==> config.mk <==
export PLATFORM = sky130hd
export DESIGN_NAME = integer_to_radix_digits_top_flat
export DESIGN_NICKNAME = d
export VERILOG_FILES = /design/src/hw/rtl/itrd_pkg.sv /design/src/hw/rtl/itrd_if.sv /design/src/hw/rtl/integer_to_radix_digits_top.sv /design/src/flat_wrapper.sv
export SDC_FILE = /design/constraint.sdc
export NUM_CORES = 1
export LEC_CHECK = 0
export ABC_CLOCK_PERIOD_IN_PS = 4200
export BUFFER_PORTS_ARGS = -buffer_cell sky130_fd_sc_hd__buf_2
export CORE_ASPECT_RATIO = 0.5
export CORE_MARGIN = 4
export CORE_UTILIZATION = 60
export CTS_CLUSTER_DIAMETER = 100
export DETAILED_ROUTE_END_ITERATION = 16
export GPL_TIMING_DRIVEN = 1
export PLACE_DENSITY_LB_ADDON = 0.15
export REMOVE_ABC_BUFFERS = 1
export SLEW_MARGIN = 10
export SYNTH_ARGS = -nofsm -noshare
export SYNTH_HDL_FRONTEND = slang
export SYNTH_SLANG_ARGS = --single-unit
==> constraint.sdc <==
create_clock -name clk -period 4.2 [get_ports clk]
set_input_delay 0.21 -clock clk [delete_from_list [all_inputs] [get_ports clk]]
set_output_delay 0.21 -clock clk [all_outputs]
set_load 0.03 [all_outputs]
==> src/hw/rtl/itrd_pkg.sv <==
// Shared widths, character codes and the digit-to-ASCII mapping for the radix converter.
`timescale 1ns / 1ps

package itrd_pkg;

  localparam int RADIX_W = 6;
  localparam int CHAR_W  = 7;
  localparam int DIGIT_W = 6;

  localparam logic [RADIX_W-1:0] MIN_RADIX  = 6'd2;
  localparam logic [CHAR_W-1:0]  MINUS_CODE = 7'd45;
  localparam logic [CHAR_W-1:0]  ZERO_CODE  = 7'd48;
  localparam logic [CHAR_W-1:0]  ALPHA_BASE = 7'd55;
  localparam logic [CHAR_W-1:0]  ERROR_CODE = 7'd0;

  // Digits 0 to 9 map to '0'..'9', digits 10 to 35 map to 'A'..'Z'.
  function automatic logic [CHAR_W-1:0] digit_char(input logic [DIGIT_W-1:0] d);
    logic [CHAR_W-1:0] base;
    base = (d < 6'd10) ? ZERO_CODE : ALPHA_BASE;
    return base + {1'b0, d};
  endfunction

endpackage

==> src/hw/rtl/itrd_if.sv <==
// Valid/ready channel interfaces for the converter's input values and output characters.
`timescale 1ns / 1ps

interface itrd_in_if import itrd_pkg::*; #(
  parameter int VALUE_BITS = 32
) ();
  logic                  valid;
  logic                  ready;
  logic [VALUE_BITS-1:0] value;
  logic [RADIX_W-1:0]    radix;

  modport source (output valid, output value, output radix, input ready);
  modport sink   (input valid, input value, input radix, output ready);
endinterface

interface itrd_out_if import itrd_pkg::*; ();
  logic              valid;
  logic              ready;
  logic [CHAR_W-1:0] char_code;
  logic              last;
  logic              error;

  modport source (output valid, output char_code, output last, output error, input ready);
  modport sink   (input valid, input char_code, input last, input error, output ready);
endinterface

==> src/hw/rtl/integer_to_radix_digits_top.sv <==
// Top level: converts a signed integer into its ASCII digits in a radix from 2 to MAX_RADIX.
`timescale 1ns / 1ps

//  Channel   Direction  Payload                     Transfer
//  in_chan   sink       value, radix                valid && ready
//  out_chan  source     char_code, last, error      valid && ready
//
//  Each digit comes from the bit-serial restoring divider, which produces one
//  quotient bit per cycle and stores the remainder; once the quotient is zero,
//  each character is emitted through a registered digit store read (S_RD) and
//  an output load (S_LD), most significant digit first, after a minus sign if
//  the value is negative; a bad radix or a zero goes out as a single character.
//  Reset (rst_n low, synchronous) returns the sequencer to idle and empties the
//  output register. A stalled output holds the sequencer in S_PUT and S_LD only; a new
//  value is taken while the final character of the previous one still waits in the output.
module integer_to_radix_digits_top import itrd_pkg::*; #(
  parameter int VALUE_BITS = 32,
  parameter int MAX_RADIX  = 36
) (
  input  logic          clk,
  input  logic          rst_n,
  itrd_in_if.sink       in_chan,
  itrd_out_if.source    out_chan
);

  // Address width of the digit store and width of the digit count, which can
  // reach VALUE_BITS itself for radix 2 and the most negative value.
  localparam int AW = $clog2(VALUE_BITS);
  localparam int CW = $clog2(VALUE_BITS + 1);
  localparam logic [RADIX_W-1:0] MAX_RADIX_C = RADIX_W'(MAX_RADIX);
  localparam logic [AW-1:0]      LAST_BIT    = AW'(VALUE_BITS - 1);

  localparam logic [2:0] S_IDLE = 3'd0;
  localparam logic [2:0] S_DIV  = 3'd1;
  localparam logic [2:0] S_PUT  = 3'd2;
  localparam logic [2:0] S_RD   = 3'd3;
  localparam logic [2:0] S_LD   = 3'd4;

  logic [2:0]            state_r, state_nxt;
  logic [VALUE_BITS-1:0] mag_r, mag_nxt;
  logic [DIGIT_W-1:0]    rem_r, rem_nxt;
  logic [RADIX_W-1:0]    radix_r, radix_nxt;
  logic [AW-1:0]         bit_cnt_r, bit_cnt_nxt;
  logic [CW-1:0]         dcount_r, dcount_nxt;
  logic                  neg_r, neg_nxt;

  // Pending single character: error marker, lone zero or minus sign.
  logic [CHAR_W-1:0]     put_char_r, put_char_nxt;
  logic                  put_last_r, put_last_nxt;
  logic                  put_err_r, put_err_nxt;

  // Output register.
  logic                  out_valid_r, out_valid_nxt;
  logic [CHAR_W-1:0]     out_char_r, out_char_nxt;
  logic                  out_last_r, out_last_nxt;
  logic                  out_err_r, out_err_nxt;

  // Digit store: remainders, least significant first.
  logic [DIGIT_W-1:0]    digit_mem [VALUE_BITS];
  logic [DIGIT_W-1:0]    rd_data_r;
  logic                  mem_we;
  logic [CW-1:0]         dcount_dec;
  logic [AW-1:0]         rd_addr;

  logic                  in_xfer;
  logic                  slot_free;
  logic                  radix_bad;
  logic                  in_neg;
  logic [VALUE_BITS-1:0] in_mag;

  // One restoring division step: bring in the next magnitude bit.
  logic [DIGIT_W:0]      trial;
  logic                  q_bit;
  logic [DIGIT_W:0]      trial_sub;
  logic [DIGIT_W-1:0]    step_rem;
  logic [VALUE_BITS-1:0] step_mag;

  assign in_chan.ready = (state_r == S_IDLE);
  assign in_xfer       = in_chan.valid && in_chan.ready;
  assign slot_free     = !out_valid_r || out_chan.ready;

  assign radix_bad = (in_chan.radix < MIN_RADIX) || (in_chan.radix > MAX_RADIX_C);
  assign in_neg    = in_chan.value[VALUE_BITS-1];
  // The negation wraps the most negative value onto its own unsigned magnitude.
  assign in_mag    = in_neg ? (~in_chan.value + 1'b1) : in_chan.value;

  assign trial     = {rem_r, mag_r[VALUE_BITS-1]};
  assign q_bit     = (trial >= {1'b0, radix_r});
  assign trial_sub = trial - {1'b0, radix_r};
  assign step_rem  = q_bit ? trial_sub[DIGIT_W-1:0] : trial[DIGIT_W-1:0];
  assign step_mag  = {mag_r[VALUE_BITS-2:0], q_bit};

  assign dcount_dec = dcount_r - 1'b1;
  assign rd_addr    = dcount_dec[AW-1:0];

  always_comb begin
    state_nxt     = state_r;
    mag_nxt       = mag_r;
    rem_nxt       = rem_r;
    radix_nxt     = radix_r;
    bit_cnt_nxt   = bit_cnt_r;
    dcount_nxt    = dcount_r;
    neg_nxt       = neg_r;
    put_char_nxt  = put_char_r;
    put_last_nxt  = put_last_r;
    put_err_nxt   = put_err_r;
    out_valid_nxt = out_valid_r;
    out_char_nxt  = out_char_r;
    out_last_nxt  = out_last_r;
    out_err_nxt   = out_err_r;
    mem_we        = 1'b0;

    if (out_valid_r && out_chan.ready) begin
      out_valid_nxt = 1'b0;
    end

    case (state_r)
      S_IDLE: begin
        if (in_xfer) begin
          radix_nxt   = in_chan.radix;
          mag_nxt     = in_mag;
          neg_nxt     = in_neg;
          rem_nxt     = '0;
          bit_cnt_nxt = LAST_BIT;
          dcount_nxt  = '0;
          if (radix_bad) begin
            put_char_nxt = ERROR_CODE;
            put_last_nxt = 1'b1;
            put_err_nxt  = 1'b1;
            state_nxt    = S_PUT;
          end else if (in_mag == '0) begin
            put_char_nxt = ZERO_CODE;
            put_last_nxt = 1'b1;
            put_err_nxt  = 1'b0;
            state_nxt    = S_PUT;
          end else begin
            state_nxt = S_DIV;
          end
        end
      end
      S_DIV: begin
        mag_nxt     = step_mag;
        rem_nxt     = step_rem;
        bit_cnt_nxt = bit_cnt_r - 1'b1;
        if (bit_cnt_r == '0) begin
          // A digit is complete: store the remainder and restart on the quotient.
          mem_we      = 1'b1;
          dcount_nxt  = dcount_r + 1'b1;
          rem_nxt     = '0;
          bit_cnt_nxt = LAST_BIT;
          if (step_mag == '0) begin
            if (neg_r) begin
              put_char_nxt = MINUS_CODE;
              put_last_nxt = 1'b0;
              put_err_nxt  = 1'b0;
              state_nxt    = S_PUT;
            end else begin
              state_nxt = S_RD;
            end
          end
        end
      end
      S_PUT: begin
        if (slot_free) begin
          out_valid_nxt = 1'b1;
          out_char_nxt  = put_char_r;
          out_last_nxt  = put_last_r;
          out_err_nxt   = put_err_r;
          state_nxt     = put_last_r ? S_IDLE : S_RD;
        end
      end
      S_RD: begin
        state_nxt = S_LD;
      end
      S_LD: begin
        if (slot_free) begin
          out_valid_nxt = 1'b1;
          out_char_nxt  = digit_char(rd_data_r);
          out_last_nxt  = (dcount_r == CW'(1));
          out_err_nxt   = 1'b0;
          dcount_nxt    = dcount_dec;
          state_nxt     = (dcount_r == CW'(1)) ? S_IDLE : S_RD;
        end
      end
      default: begin
        state_nxt = S_IDLE;
      end
    endcase
  end

  always_ff @(posedge clk) begin
    if (!rst_n) begin
      state_r     <= S_IDLE;
      out_valid_r <= 1'b0;
      bit_cnt_r   <= '0;
      dcount_r    <= '0;
      neg_r       <= 1'b0;
    end else begin
      state_r     <= state_nxt;
      out_valid_r <= out_valid_nxt;
      bit_cnt_r   <= bit_cnt_nxt;
      dcount_r    <= dcount_nxt;
      neg_r       <= neg_nxt;
    end
  end

  always_ff @(posedge clk) begin
    mag_r      <= mag_nxt;
    rem_r      <= rem_nxt;
    radix_r    <= radix_nxt;
    put_char_r <= put_char_nxt;
    put_last_r <= put_last_nxt;
    put_err_r  <= put_err_nxt;
    out_char_r <= out_char_nxt;
    out_last_r <= out_last_nxt;
    out_err_r  <= out_err_nxt;
  end

  // Digit store, written during division and read one digit per character.
  always_ff @(posedge clk) begin
    if (mem_we) begin
      digit_mem[dcount_r[AW-1:0]] <= step_rem;
    end
  end

  always_ff @(posedge clk) begin
    rd_data_r <= digit_mem[rd_addr];
  end

  assign out_chan.valid     = out_valid_r;
  assign out_chan.char_code = out_char_r;
  assign out_chan.last      = out_last_r;
  assign out_chan.error     = out_err_r;

endmodule
==> src/flat_wrapper.sv <==
// flat-port wrapper written by rule: the top's interface ports become plain ports
module integer_to_radix_digits_top_flat import itrd_pkg::*;
#(
  parameter int VALUE_BITS = 32,
  parameter int MAX_RADIX  = 36
)
  (clk, rst_n, in_chan_valid, in_chan_value, in_chan_radix, in_chan_ready, out_chan_valid, out_chan_char_code, out_chan_last, out_chan_error, out_chan_ready);
  itrd_in_if #(.VALUE_BITS(VALUE_BITS)) in_chan_i ();
  itrd_out_if out_chan_i ();
  input  logic clk;
  input  logic rst_n;
  input wire logic [$bits(in_chan_i.valid)-1:0] in_chan_valid;
  input wire logic [$bits(in_chan_i.value)-1:0] in_chan_value;
  input wire logic [$bits(in_chan_i.radix)-1:0] in_chan_radix;
  output wire logic [$bits(in_chan_i.ready)-1:0] in_chan_ready;
  output wire logic [$bits(out_chan_i.valid)-1:0] out_chan_valid;
  output wire logic [$bits(out_chan_i.char_code)-1:0] out_chan_char_code;
  output wire logic [$bits(out_chan_i.last)-1:0] out_chan_last;
  output wire logic [$bits(out_chan_i.error)-1:0] out_chan_error;
  input wire logic [$bits(out_chan_i.ready)-1:0] out_chan_ready;
  assign in_chan_i.valid = in_chan_valid;
  assign in_chan_i.value = in_chan_value;
  assign in_chan_i.radix = in_chan_radix;
  assign in_chan_ready = in_chan_i.ready;
  assign out_chan_valid = out_chan_i.valid;
  assign out_chan_char_code = out_chan_i.char_code;
  assign out_chan_last = out_chan_i.last;
  assign out_chan_error = out_chan_i.error;
  assign out_chan_i.ready = out_chan_ready;
  integer_to_radix_digits_top #(.VALUE_BITS(VALUE_BITS), .MAX_RADIX(MAX_RADIX)) u_core (.clk(clk), .rst_n(rst_n), .in_chan(in_chan_i), .out_chan(out_chan_i));
endmodule
Yosys cells after proc, flatten, opt, wreduce, memory -nomap -nowiden
Memory sizes are Yosys's and may differ from the RTL's. A register that Yosys moved wholly into a read port is not among the register bits.
Cells that the tools add are included.
{ "totals": {"ff_bits": 78, "latch_bits": 0, "ramBits": 192, "mem_bits_ro": 0, "input_bits": 42, "output_inout_bits": 11, "elab_cells": 116, "memories": 1} }
{ "memory_table": {"columns": ["name", "depth", "width", "read_ports", "rd_ports_with_merged_regs", "wr", "line_no", "rtl"], "rows": [
  ["u_core.digit_mem", 32, 6, 1, 1, 1, "integer_to_radix_digits_top.sv:59", "logic [DIGIT_W-1:0] digit_mem [VALUE_BITS];"]
]} }
{ "op_classes": {"addsub": 6, "n_mul": 0, "div": 0, "magnitude_cmp": 4, "n_eq_ne": 12, "shift": 0, "muxes": 59, "n_bitwise": 1, "reduce_logical": 19} }
{ "ops": {"columns": ["operator", "n"], "rows": [
  ["$logic_not 32->1", 2],
  ["$mux 32", 2],
  ["$pmux 32 s2", 1],
  ["$mux 7", 8],
  ["$add 32x1->32 const B", 1],
  ["$not 32->32", 1],
  ["$mux 6", 5],
  ["$pmux 7 s2", 2],
  ["$mux 1", 21],
  ["$mux 3", 7],
  ["$pmux 6 s3", 1],
  ["$pmux 3 s5", 1],
  ["$pmux 6 s2", 1],
  ["$mux 5", 2],
  ["$ne 2x1->1 const B", 5],
  ["$pmux 5 s2", 1],
  ["$pmux 1 s2", 4],
  ["$add 7x6->7", 1],
  ["$ge 7x6->1", 1],
  ["$add 6x1->6 const B", 1],
  ["$eq 3x2->1 const B", 2],
  ["$eq 6x1->1 const B", 1],
  ["$gt 6x6->1 const B", 1],
  ["$lt 6x2->1 const B", 1],
  ["22 further kinds", 28]
]} }

Logic depth before layout (Yosys ltp)
{ "logic_depth": {"ltp_word": 8, "depth_mapped": 10, "depth_no_buf": 10} }

Worst setup path after synthesis
No wires, ideal clock.
{ "synth_path": {"path_type": "reg2reg", "startpoint": "reg u_core.rem_r[0]", "endpoint": "mem u_core.digit_mem[0][3], data pin", "setup_time_ns": 0.460, "arrival_time_ns": 2.770, "t_required_ns": 3.740, "path_slack_ns": 0.970, "stages_incl_launch_ff": 8, "path_buffers": 0, "period_less_slack_ns": 3.230, "path_cell_list": "edfxtp_1 -> ha_1 -> nor2b_1 -> o21a_1 -> o21ai_0 -> a21oi_1 -> nor2_1 -> o21ai_0"} }
{ "synth_between": {"elab_chain_cells": 2, "word_cells_on_any_way": 3, "classes_between": "add/sub (1); order compare (1); mux (1)"} }
{ "synth_rtl": {"columns": ["item", "line_no", "rtl"], "rows": [
  ["start: declaration", "integer_to_radix_digits_top.sv:41", "logic [DIGIT_W-1:0] rem_r, rem_nxt;"],
  ["start signal: assignment", "integer_to_radix_digits_top.sv:209", "rem_r <= rem_nxt;"],
  ["$sub 6x6->6 or $ge 7x6->1 (tied branches)", "integer_to_radix_digits_top.sv:89, integer_to_radix_digits_top.sv:88", null],
  ["$mux 6 (*)", "integer_to_radix_digits_top.sv:90", "assign step_rem = q_bit ? trial_sub[DIGIT_W-1:0] : trial[DIGIT_W-1:0];"],
  ["net u_core.step_rem[3]", "integer_to_radix_digits_top.sv:75", "logic [DIGIT_W-1:0] step_rem;"],
  ["end: declaration", "integer_to_radix_digits_top.sv:59", null]
]} }
The timed path passes the listed nets; every way through them passes the cells marked *.

Worst setup path after layout
{ "layout_path": {"startpoint": "reg u_core.rem_r[0]", "endpoint": "reg u_core.rem_r[4], data pin"} }
{ "layout_between": {"elab_chain_cells": 4, "word_cells_on_any_way": 5, "classes_between": "add/sub (1); order compare (1); mux (3)"} }
{ "layout_rtl": {"columns": ["item", "line_no", "rtl"], "rows": [
  ["$sub 6x6->6 or $ge 7x6->1 (tied branches)", "integer_to_radix_digits_top.sv:89, integer_to_radix_digits_top.sv:88", null],
  ["$mux 6 (*)", "integer_to_radix_digits_top.sv:90", null],
  ["net u_core.step_rem[4]", "integer_to_radix_digits_top.sv:75", null],
  ["$mux 6 (*)", "integer_to_radix_digits_top.sv:145", "if (bit_cnt_r == '0) begin"],
  ["$pmux 6 s2 (*)", "integer_to_radix_digits_top.sv:117", "case (state_r)"]
]} }
Marked as above.
A chain may end at the register's enable or synchronous reset.

==> metrics.csv <==
stage;metric;value;unit
timing;drv_slew;0;
die;die_width;213;um
drt;viasPerCell;6.24;
place;gp_congestion;0.893;
worst_hold_path;hold_class;in -> reg;
cells_and_area;final_cell_area;13900;um2
worst_setup_path;crit_fanout;33;
die;dieArea;23400;um2
cells_and_area;diodes;0;
timing;skew;16.1;ps
timing;hold_violations;0;
drt;first_pass_iters;6;
worst_setup_path;cp_slowest_cell;nor2_1;
timing;fin_ws;940;ps
grt;grt_pass1_wl;41600;um
grt;grt_max_degree;52;
cts;cts_root_buf;clkbuf_16;
die;start_util;61.1;%
job;drv_cap;0;
cts;clkTransAtPathRegs;60;ps
place;place_ws;889;ps
synthesis;ys_seq_area_share;63.3;%
place;place_hpwl;17600;um
grt;top_usage_layer;met2;
timing;rsz0062_at_grt;no;
grt;antenna_found_initial;0;
cts;clk_latency;520;ps
pwr;vdd_drop_max;0.427;mV
die;ios;53;
timing;tightest_slew;883;ps
synthesis;synth_area;12600;um2
pwr;leakagePower;4.57;nW
grt;grtUsageMet2;38.2;%
worst_setup_path;crit_path_end_kind;flop;
timing;finalCriticalPeriod;3260;ps
drt;drt_iter0_drc;790;
timing;maxSlewHeadroom;41.1;%
cells_and_area;syn2layout_area_growth;10.8;%
place;placed_area;13100;um2
drt;drcViolationCount;0;
status;status;complete, no violations;
synthesis;ys_types;67;
cells_and_area;instances_no_fill;1232;
place;portBuffers;52;
timing;setup_violations;0;
grt;grt_overflow_total;0;
cts;cts-buffers-inserted;24;
grt;grt_pass1_vias;7455;
drt;wire_per_inst;21.1;um
cts;cts_resized;0;
synthesis;synthArstFlopShare;0;%
worst_setup_path;crit_arrival;3520;ps
drt;ant_nets;0;
timing;tns;0;ps
cts;postCtsHoldBufs;7;
cells_and_area;nNetsFinal;1001;
timing;max_clock_freq;307;MHz
drt;vias;7685;
synthesis;synthFlopType;edfxtp_1;
synthesis;synth_top_area_cell;edfxtp_1;
worst_setup_path;start_kind;flop;
synthesis;synth_edf_count;250;
cts;cts_sinks;272;
grt;met1_usage;34.2;%
grt;groute.usage.overall;23.0;%
worst_setup_path;path_cells;ha_1 -> nor2b_1 -> o21a_1 -> o21ai_0 -> a21oi_1 -> nor2_1 -> mux2_2 -> nor2b_1;
drt;wl;26000;um
die;die_h;110;um
worst_setup_path;cp_data_required_time;4460;ps
die;core-area;20600;um2
cts;cts_tree;yes;
cts;cts_buffer_depth;3;
timing;fin_crit_sh;77.6;%
worst_setup_path;critical-path-top-cell-by-count;nor2b_1;
cts;h-tree-depth;1;
worst_setup_path;path_class;reg -> reg;
cells_and_area;utilization;67.7;%
worst_setup_path;critical-path-max-stage-delay;640;ps
synthesis;avgSynthCellArea;14.2;um2
synthesis;yosys_warnings;0;
synthesis;netlist.area_leader.share;59.8;%
synthesis;yosysMostFrequentCell;edfxtp_1;
synthesis;ys_ff_latch;272;
cts;post_cts_buffers;0;
synthesis;yosys-top-cells-area;edfxtp_1, mux4_2, dfxtp_1, nor2_1, o21ai_0;
cells_and_area;drive_above_1_share;20.2;%
die;fp-row-count;37;
pwr;power_density;676;nW/um2
synthesis;synthCells;886;
synthesis;ys_top_cells_by_count;edfxtp_1, nor2_1, nand2_1;
grt;grtUsageMet3;3.14;%
place;place_inst;1182;
==> critical path: cells and delay by family (launching register included) <==
kind                     cells  cell delay (ps)
AO/OA/AOI/OAI                3              620
adder cells (fa/ha/maj)      1              320
flip-flops                   1              430
multiplexers                 1              640
AND/OR/NAND/NOR              3             1000
==> through the flow <==
stage               total power (W)  hold WS (ps)
finish                      0.00941          87.0
global placement            0.00732           429
global route                0.00991          95.5
CTS                         0.00944          75.2
floorplan                   0.00632           309
detailed placement          0.00743           434
==> cell usage in the layout, fill, tap and decap left out, types with 14 or more instances in the layout <==
master,Yosys,layout
o21ai_0,58,55
nor3_1,16,16
xor2_1,29,29
dfxtp_1,22,21
buf_2,3,52
inv_1,20,20
nand2_1,77,77
edfxtp_1,250,250
nor2_1,80,80
mux4_2,60,60
a21oi_1,32,32
ha_1,15,14
buf_4,0,15
clkbuf_16,0,24
==> registers in the layout, summed over array words and instances, names as in the netlist, 3 cells and up <==
signal	count
u_core.digit_mem	192
u_core.mag_r	32
u_core.out_chan.char_code	7
u_core.dcount_r	6
u_core.radix_r	6
u_core.rd_data_r	6
u_core.rem_r	6
u_core.bit_cnt_r	5
u_core.put_char_r	3
u_core.state_r	3
==> final cells by class <==
type	count	area, um2
Clock inverter	12	87.6
Sequential cell	272	7950
Timing Repair Buffer	74	443
Fill cell	1478	6640
Inverter	21	78.8
Tap cell	273	342
Multi-Input combinational cell	549	4390
Clock buffer	31	627
==> path summary, 6_finish.rpt <==
check             startpoint                    end  slack (ps)  depth (start not counted)
min           out_chan_ready  u_core.out_chan.valid          90                          3
max          u_core.rem_r[0]        u_core.rem_r[4]         940                          8
max reg2reg  u_core.rem_r[0]        u_core.rem_r[4]         940                          8
min reg2reg     u_core.neg_r           u_core.neg_r         520                          2
==> metal layers <==
layer / vias up / part of all wire (%)
li1: 3537 / -
met1: 3789 / 44
met2: 331 / 48
met3: 28 / 7.3
met4: 0 / 1.4
met5: - / 0
==> power breakdown <==
part | internal [W] | switching, W | leakage, nW
combinational | 0.00104 | 0.00200 | 1.74
clock | 0.00112 | 0.000901 | 0.348
sequential | 0.00415 | 0.000205 | 2.47
==> cells by family (layout without fill, tap and decap cells) <==
logic type      after synthesis  count (layout)  synth area share (%)
simple gates                273             273                  10.9
flops                       272             272                  63.3
compound gates              146             146                  7.22
mux                          74              74                  12.0
buf+inv                      65             138                  2.03
xor+xnor                     39              39                  2.72
fa+ha+maj                    17              17                  1.81
Note: power is estimated with default switching activity, not from simulation.
